**config.mk**
```make
export PLATFORM = sky130hd
export DESIGN_NAME = scsml_cell
export DESIGN_NICKNAME = d
export VERILOG_FILES = /design/src/sv/assert_macros.svh /design/src/sv/scsml_pkg.sv /design/src/sv/scsml_cell.sv
export SDC_FILE = /design/constraint.sdc
export NUM_CORES = 1
export LEC_CHECK = 0
export BUFFER_PORTS_ARGS = -buffer_cell sky130_fd_sc_hd__buf_4
export CAP_MARGIN = 20
export CORE_AREA = 5 5 189 191
export DETAILED_ROUTE_END_ITERATION = 6
export DIE_AREA = 0 0 194 196
export PLACE_DENSITY = 0.62
export SLEW_MARGIN = 20
export SYNTH_ARGS = -nofsm -noshare
export SYNTH_HDL_FRONTEND = slang
export SYNTH_SLANG_ARGS = --single-unit
```
**constraint.sdc**
```tcl
create_clock -name clk -period 14.7 [get_ports clk]
set_input_delay 2.205 -clock clk [delete_from_list [all_inputs] [get_ports clk]]
set_output_delay 2.205 -clock clk [all_outputs]
set_load 0.1 [all_outputs]
```
**src/sv/assert_macros.svh**
```systemverilog
// Assertion macros for the coordinate sorter RTL.
`ifndef ASSERT_MACROS_SVH
`define ASSERT_MACROS_SVH

// Property that must hold at every clock edge outside reset.
`define ASSERT_ALWAYS(label, prop, msg) \
  label: assert property (@(posedge clk) disable iff (!rst_n) (prop)) else $error(msg);

// Same-cycle implication.
`define ASSERT_IMPL(label, ante, cons, msg) \
  label: assert property (@(posedge clk) disable iff (!rst_n) (ante) |-> (cons)) \
    else $error(msg);

// Next-cycle implication.
`define ASSERT_NEXT(label, ante, cons, msg) \
  label: assert property (@(posedge clk) disable iff (!rst_n) (ante) |=> (cons)) \
    else $error(msg);

`endif

```
**src/sv/scsml_pkg.sv**
```systemverilog
// Types, constants and the sort-key compare for the coordinate sorter.
`timescale 1ns / 1ps
`default_nettype none
package scsml_pkg;

  localparam int MAX_ELEMS   = 64;
  localparam int MAX_MODES   = 4;
  localparam int COORD_WIDTH = 32;
  localparam int VALUE_WIDTH = 32;

  localparam int FILL_W = $clog2(MAX_ELEMS + 1);
  localparam int PASS_W = $clog2(MAX_ELEMS);
  localparam int NM_W   = $clog2(MAX_MODES + 1);

  // Configuration register widths and indexes
  localparam int MC_W       = 3;
  localparam int LM_W       = 2;
  localparam int CFG_DATA_W = 3;
  localparam int CFG_ADDR_W = 1;
  localparam logic [CFG_ADDR_W-1:0] CFG_MODE_COUNT = 1'd0;
  localparam logic [CFG_ADDR_W-1:0] CFG_LAST_MODE  = 1'd1;
  localparam logic [MC_W-1:0] MODE_COUNT_RST = 3'd3;
  localparam logic [LM_W-1:0] LAST_MODE_RST  = 2'd0;

  typedef struct packed {
    logic [31:0] coord_0;
    logic [31:0] coord_1;
    logic [31:0] coord_2;
    logic [31:0] coord_3;
    logic [31:0] elem_value;
    logic        is_last;
  } in_item_t;

  typedef struct packed {
    logic [31:0] out_coord_0;
    logic [31:0] out_coord_1;
    logic [31:0] out_coord_2;
    logic [31:0] out_coord_3;
    logic [31:0] out_value;
    logic        out_last;
    logic        overflow;
  } out_item_t;

  typedef struct packed {
    logic [MAX_MODES-1:0][COORD_WIDTH-1:0] coord;
    logic [VALUE_WIDTH-1:0]                value;
  } elem_t;

  typedef struct packed {
    logic  valid;
    elem_t elem;
  } cell_data_t;

  typedef struct packed {
    logic [NM_W-1:0] nm;
    logic [LM_W-1:0] lm;
    logic            use_last;
  } key_cfg_t;

  typedef enum logic [1:0] {
    CELL_HOLD,
    CELL_SHIFT,
    CELL_SORT_LO,
    CELL_SORT_HI
  } cell_op_t;

  typedef struct packed {
    cell_op_t op;
  } cell_ctl_t;

  // True when a orders strictly after b under the key.
  function automatic logic key_gt(input elem_t a, input elem_t b, input key_cfg_t k);
    logic done;
    logic gt;
    done = 1'b0;
    gt   = 1'b0;
    for (int m = 0; m < MAX_MODES; m++) begin
      if (!done && (m < int'(k.nm)) && !(k.use_last && (m == int'(k.lm)))) begin
        if (a.coord[m] != b.coord[m]) begin
          gt   = (a.coord[m] > b.coord[m]);
          done = 1'b1;
        end
      end
    end
    if (!done && k.use_last) begin
      gt = (a.coord[k.lm] > b.coord[k.lm]);
    end
    return gt;
  endfunction

endpackage
`default_nettype wire

```
**src/sv/scsml_cell.sv**
```systemverilog
// One cell of the sort chain: holds an element, shifts or compare-exchanges.
`timescale 1ns / 1ps
`default_nettype none
module scsml_cell
  import scsml_pkg::*;
(
  input  wire logic       clk,
  input  wire logic       rst_n,
  input  wire cell_ctl_t  ctl,
  input  wire key_cfg_t   key,
  input  wire cell_data_t up_data,
  input  wire cell_data_t dn_data,
  input  wire logic       dn_swap,
  output cell_data_t      data,
  output logic            swap_up
);

  cell_data_t data_r;
  cell_data_t data_nxt;

  // Empty cells order below every element, so they sink to the low end.
  assign swap_up = data_r.valid &&
                   (!up_data.valid || key_gt(data_r.elem, up_data.elem, key));

  always_comb begin
    data_nxt = data_r;
    case (ctl.op)
      CELL_SHIFT:   data_nxt = up_data;
      CELL_SORT_LO: if (swap_up) data_nxt = up_data;
      CELL_SORT_HI: if (dn_swap) data_nxt = dn_data;
      default:      data_nxt = data_r;
    endcase
  end

  always_ff @(posedge clk) begin
    if (!rst_n) begin
      data_r.valid <= 1'b0;
    end else begin
      data_r.valid <= data_nxt.valid;
    end
    data_r.elem <= data_nxt.elem;
  end

  assign data = data_r;

endmodule
`default_nettype wire

```
* Word-level counts from Yosys, hierarchy flattened
Index checks and enable logic that the tools add are counted.
** Storage, ports and cells
- Register bits after elaboration :: 161
- Output and inout port bits :: 162
- Logic and storage cells :: 78
** Cells by class
- Order comparisons :: 10
- Eq/ne operators :: 12
- Mux-type cells :: 24
- Reductions and logical operators :: 26
** Operator list (number)
- case mux 161 bit (3 select lines) :: 1
- 2-to-1 mux 161 bit :: 2
- > comparator 32 bit :: 5
- binary-select mux 32 bit (select 2 bit) :: 2
- inequality test 32 bit :: 4
- 2-to-1 mux 32 bit :: 2
- 2-to-1 mux 1 bit :: 17
- logical AND 1 bit :: 13
- zero test 1 bit :: 9
- less-than comparator 1 x 3 -> 1 bit (first input constant) :: 2
- less-than comparator 2 x 3 -> 1 bit (first input constant) :: 2
- equality test 2 bit (first input constant) :: 2
- equality test 2 bit (second input constant) :: 2
- inequality test 2 bit (second input constant) :: 2
- less-than comparator 2 x 3 -> 1 bit (second input constant) :: 1
- AND reduction 3 bit :: 1
- nonzero test 3 bit :: 1
- equality test 1 x 2 -> 1 bit (first input constant) :: 1
- equality test 2 x 1 -> 1 bit (second input constant) :: 1
- zero test 2 bit :: 1
- logical OR 1 bit :: 1

* Longest topological paths before layout
- Depth in word-level cells :: 24
- Mapped depth :: 14

* Worst setup path before layout
OpenSTA, ideal clock, no wires.
- Path kind :: input -> register
- Start point :: in key[1] (netlist name)
- End point :: reg data_r (netlist bit data[0]), enable pin
- Data arrival time :: 11.909 ns
- Required time :: 14.001 ns
- Slack :: 2.091 ns
- Stages :: 12
- Path buffers :: 2
- Path through :: buf_2 -> buf_1 -> mux4_2 -> ha_1 -> nand4_1 -> nor3_1 -> o21ai_0 -> a21oi_1 -> a211oi_2 -> o22ai_1 -> o31ai_2 -> o21ai_1
** On the way
- Longest elaborated chain between the ends :: 24
- Elaborated cells between the ends (all ways) :: 48
- Classes of those cells :: order compare: 1; eq/ne: 4; mux: 19; reduce/logical: 24
** Ends and longest elaborated chain
- start, declared :: line scsml_cell.sv:10 : input wire key_cfg_t key,
- zero test 2 bit :: line scsml_pkg.sv:78 : if (!done && (m < int'(k.nm)) && !(k.use_last && (m == int'(k.lm)))) begin
- logical AND 1 bit :: line scsml_pkg.sv:78
- zero test 1 bit :: line scsml_pkg.sv:78
- logical AND 1 bit :: line scsml_pkg.sv:78
- 2-to-1 mux 1 bit :: line scsml_pkg.sv:78
- zero test 1 bit :: line scsml_pkg.sv:78
- logical AND 1 bit (2 in a row) :: line scsml_pkg.sv:78
- 2-to-1 mux 1 bit :: line scsml_pkg.sv:78
- [7 not listed]
- 2-to-1 mux 1 bit :: line scsml_pkg.sv:78
- zero test 1 bit :: line scsml_pkg.sv:85 : if (!done && k.use_last) begin
- logical AND 1 bit :: line scsml_pkg.sv:85
- 2-to-1 mux 1 bit (*) :: line scsml_pkg.sv:85
- logical OR 1 bit (*) :: line scsml_cell.sv:23 : (!up_data.valid || key_gt(data_r.elem, up_data.elem, key));
- logical AND 1 bit (*) :: line scsml_cell.sv:22 : assign swap_up = data_r.valid &&
- inequality test 2 bit (no line) (*)
- AND reduction 3 bit (no line) (*)
- end, declared :: line scsml_cell.sv:18 : cell_data_t data_r;
Mark *: on every way between the ends. The rest lies on a longest branch, timed or not. The select of a mux whose other input is x is not followed.
A chain may end at the register's enable or synchronous reset.

* Worst setup path after layout
- Start point :: in key[1] (netlist name)
- End point :: out swap_up
** On the way
- Longest elaborated chain between the ends :: 22
- Elaborated cells between the ends (all ways) :: 46
- Classes of those cells :: order compare: 1; eq/ne: 3; mux: 19; reduce/logical: 23
** Ends and longest elaborated chain
- zero test 2 bit :: line scsml_pkg.sv:78
- logical AND 1 bit :: line scsml_pkg.sv:78
- zero test 1 bit :: line scsml_pkg.sv:78
- logical AND 1 bit :: line scsml_pkg.sv:78
- 2-to-1 mux 1 bit :: line scsml_pkg.sv:78
- zero test 1 bit :: line scsml_pkg.sv:78
- logical AND 1 bit (2 in a row) :: line scsml_pkg.sv:78
- 2-to-1 mux 1 bit :: line scsml_pkg.sv:78
- [4 not listed]
- zero test 1 bit :: line scsml_pkg.sv:78
- logical AND 1 bit (2 in a row) :: line scsml_pkg.sv:78
- 2-to-1 mux 1 bit :: line scsml_pkg.sv:78
- zero test 1 bit :: line scsml_pkg.sv:85
- logical AND 1 bit :: line scsml_pkg.sv:85
- 2-to-1 mux 1 bit (*) :: line scsml_pkg.sv:85
- logical OR 1 bit (*) :: line scsml_cell.sv:23
- logical AND 1 bit (*) :: line scsml_cell.sv:22
- end, declared :: line scsml_cell.sv:15 : output logic swap_up
Marks and branches as above.

==> impl_metrics.toml <==
[min_path]
holdPathStages = 3
holdCritPathClass = "reg -> reg"
whs_endpoint = "data[160]"
hp-start = "data[160]"

[clocking]
insertion_delay_ns = 0.45
cts.reportedPaths.clkPinSlew_ns = 0.06
cts.sinks = 161
ctsHoldBuffers = 0
numCtsBuffers = 17
cts_setup_buffers = 0
cts_buffer_depth = 2
htree_levels = 4
ctsResizeCount = 0
tritoncts = "yes"
root_buffer = "clkbuf_16"

[sta]
period_needed_ns = 8.66
fin_worst_skew_ns = 0.0127
rsz0062_at_grt = "no"
hold_viol_final = 0
maxSlewHeadroom = 0.341
slew_violations = 0
setup-violations-final = 0
clock.fmax_mhz = 115
hold_ws_ns = 0.666
fin_crit_sh = 0.589
fin_tns_setup_ns = 0
worstMarginPinSlew_ns = 0.989

[cells_and_area]
drive_above_1_share = 0.505
nets = 1984
post-route-util = 0.507
multi_input_area_sq_mm = 0.00682
instances_no_fill = 1962
largest_register_ffs = 161
final_common_cell = "buf_4"
final_cell_mix = "498 x buf_4, 167 x inv_1, 160 x mux2_2, 160 x ha_1, 160 x edfxtp_1"
area_growth_pct = 38.9
seqCellArea_sq_mm = 0.00482
fill_cells = 3086
finalInstanceArea_sq_mm = 0.0172

[logic_synthesis]
synth-edff-count = 160
synth_top_area_share = 0.388
ys_types = 52
ys.flop_type = "edfxtp_1"
synth_nets = 1497
syn_area_per_cell_sq_um = 12.3
synth_area_leaders = "edfxtp_1 39%, ha_1 16%, mux2_2 15%, mux4_2 12%, inv_1 5.1%"
synthesis.area_sq_mm = 0.0124
ys_ff_latch = 161
yosysWarnings = 0
seq_area_frac_synth = 0.390
async_flop_share = 0
syn-instance-count = 1004
synth_top_cell_by_area = "edfxtp_1"

[floorplan]
rows = 68
die_h_microns = 196
die_x_microns = 194
io_pins = 495
initial_core_util = 0.365
dieArea_sq_mm = 0.0380
core_sq_mm = 0.0339

[worst_setup_path]
arrival_ns = 6.46
rrSetupSlack_ns = 10.23
critPathBufInv = 4
slowest_stage = "buf_4"
r2r_start = "data[79]"
r2r-end = "data[48]"
critPathTopFamily = "simple AND/OR/NAND/NOR gates"
start_kind = "primary input"
worstPathMaxFanout = 40
critPathMaxStageDelay_ns = 0.60
cp-end-kind = "primary output"
crit_type = "in -> out"
worst_ep_required_time_ns = 12.49
worstPathCellList = "buf_4, buf_4, mux4_2, ha_1, nand4_1, nor3_1, nand2_1, or4_1, nand4b_1, o22ai_1, o31ai_2, inv_1, buf_4"
cpMostUsedCell = "buf_4"
rr_worst_depth = 10

[global_routing]
grt_pass1_vias = 11200
track_usage = 0.237
antenna_found_initial = 4
grt_overflow = 0
grt_max_degree = 161
grt_pass1_wl_microns = 68600

[job]
drv_cap = 0

[pwr]
power_density_mw_per_mm2 = 97.1
leakage_nw = 7.92
vdd_drop_max_v = 0.0000816

[routing]
wl_per_cell_microns = 23.5
met3_wirelength_microns = 3360
wl_met2_microns = 23700
drtIter0Drc = 550
top_layer_used = "met4"
route.detailed.drc = 0
drt-met1-wl_microns = 18000
totalWireLength_microns = 46100
routed-via-count = 10400
vias_per_cell = 5.28
drtAntennaViolNets = 0
drt_pass1_iterations = 5

[placed_design]
dp_hpwl_microns = 38600
gp_congestion = 0.885
port-buffer-count = 494
place_area_sq_mm = 0.0166
dp_cells = 1927

[run_status]
status = "finished clean"
[per-stage QoR]
stage	setup slack, ns	power (mW)
2_1_floorplan	2.09	1.02
3_3_place_gp	6.10	1.22
3_5_place_dp	6.03	1.22
4_1_cts	6.04	1.69
5_1_grt	5.84	1.74
6_report	6.04	1.67
[power breakdown]
part / internal, mW / switching (mW)
sequential: 0.551 / 0.0338
combinational: 0.219 / 0.407
clock: 0.253 / 0.206
total: 1.02 / 0.647
[routing by layer]
layer | up-vias | global-route usage
met4 | 0 | 0.0750
met1 | 5091 | 0.278
met2 | 413 | 0.421
met5 | - | 0
li1 | 4798 | -
met3 | 53 | 0.0663
[area by class of cell]
| class | instances | area share |
|---|---|---|
| well taps | 455 | 0.0331 |
| clock inverters | 14 | 0.00902 |
| clock buffers | 18 | 0.0250 |
| repair buffers | 499 | 0.219 |
| flip-flops and latches | 161 | 0.281 |
| multi-input cells | 645 | 0.397 |
| inverters | 167 | 0.0365 |
| diodes | 3 | 0.000437 |
[worst max-delay path by stage]
stage                     cells after the start   start  slack [ns]  endpoint
after floorplan                              12  key[1]        2.09   data[0]
after global placement                       13  key[1]        6.10   swap_up
after detailed placement                     13  key[1]        6.03   swap_up
after CTS                                    13  key[1]        6.04   swap_up
after global routing                         13  key[1]        5.84   swap_up
final                                        13  key[1]        6.04   swap_up
[worst min-delay path: stages, from the launching register on]
cell and delay [ns]:
dfxtp_1 0.37, inv_1 0.08, a221oi_1 0.07, o21a_1 0.09
[cell usage after synthesis, types with 2 or more instances]
library cell and n:
inv_1 167, o31ai_1 2, nand3_1 18, a221oi_1 3, o211ai_1 6, buf_1 14
nor3_1 6, buf_2 3, ha_1 160, mux2_2 160, clkbuf_1 14, nor2b_1 6
o21a_1 3, and2_1 2, a211oi_1 10, a221o_1 2, nand4_1 29, nor4_1 2
a21boi_0 2, and4_1 6, nand2b_1 5, nand2_1 28, o21ai_0 15, nor2_1 16
mux4_2 64, a2111oi_0 2, a21o_1 17, edfxtp_1 160, a31oi_1 5, o22ai_1 4
a21oi_1 52
[cell families (layout without fill, tap and decap cells)]
logic type	count (synthesis)	after routing	synth area share
compound gates	137	137	0.0714
fa+ha+maj	160	160	0.162
buf+inv	198	698	0.0604
flops	161	161	0.390
mux	224	224	0.262
other cells	0	3	0
simple gates	124	124	0.0547
Note: power is estimated with default switching activity, not from simulation.
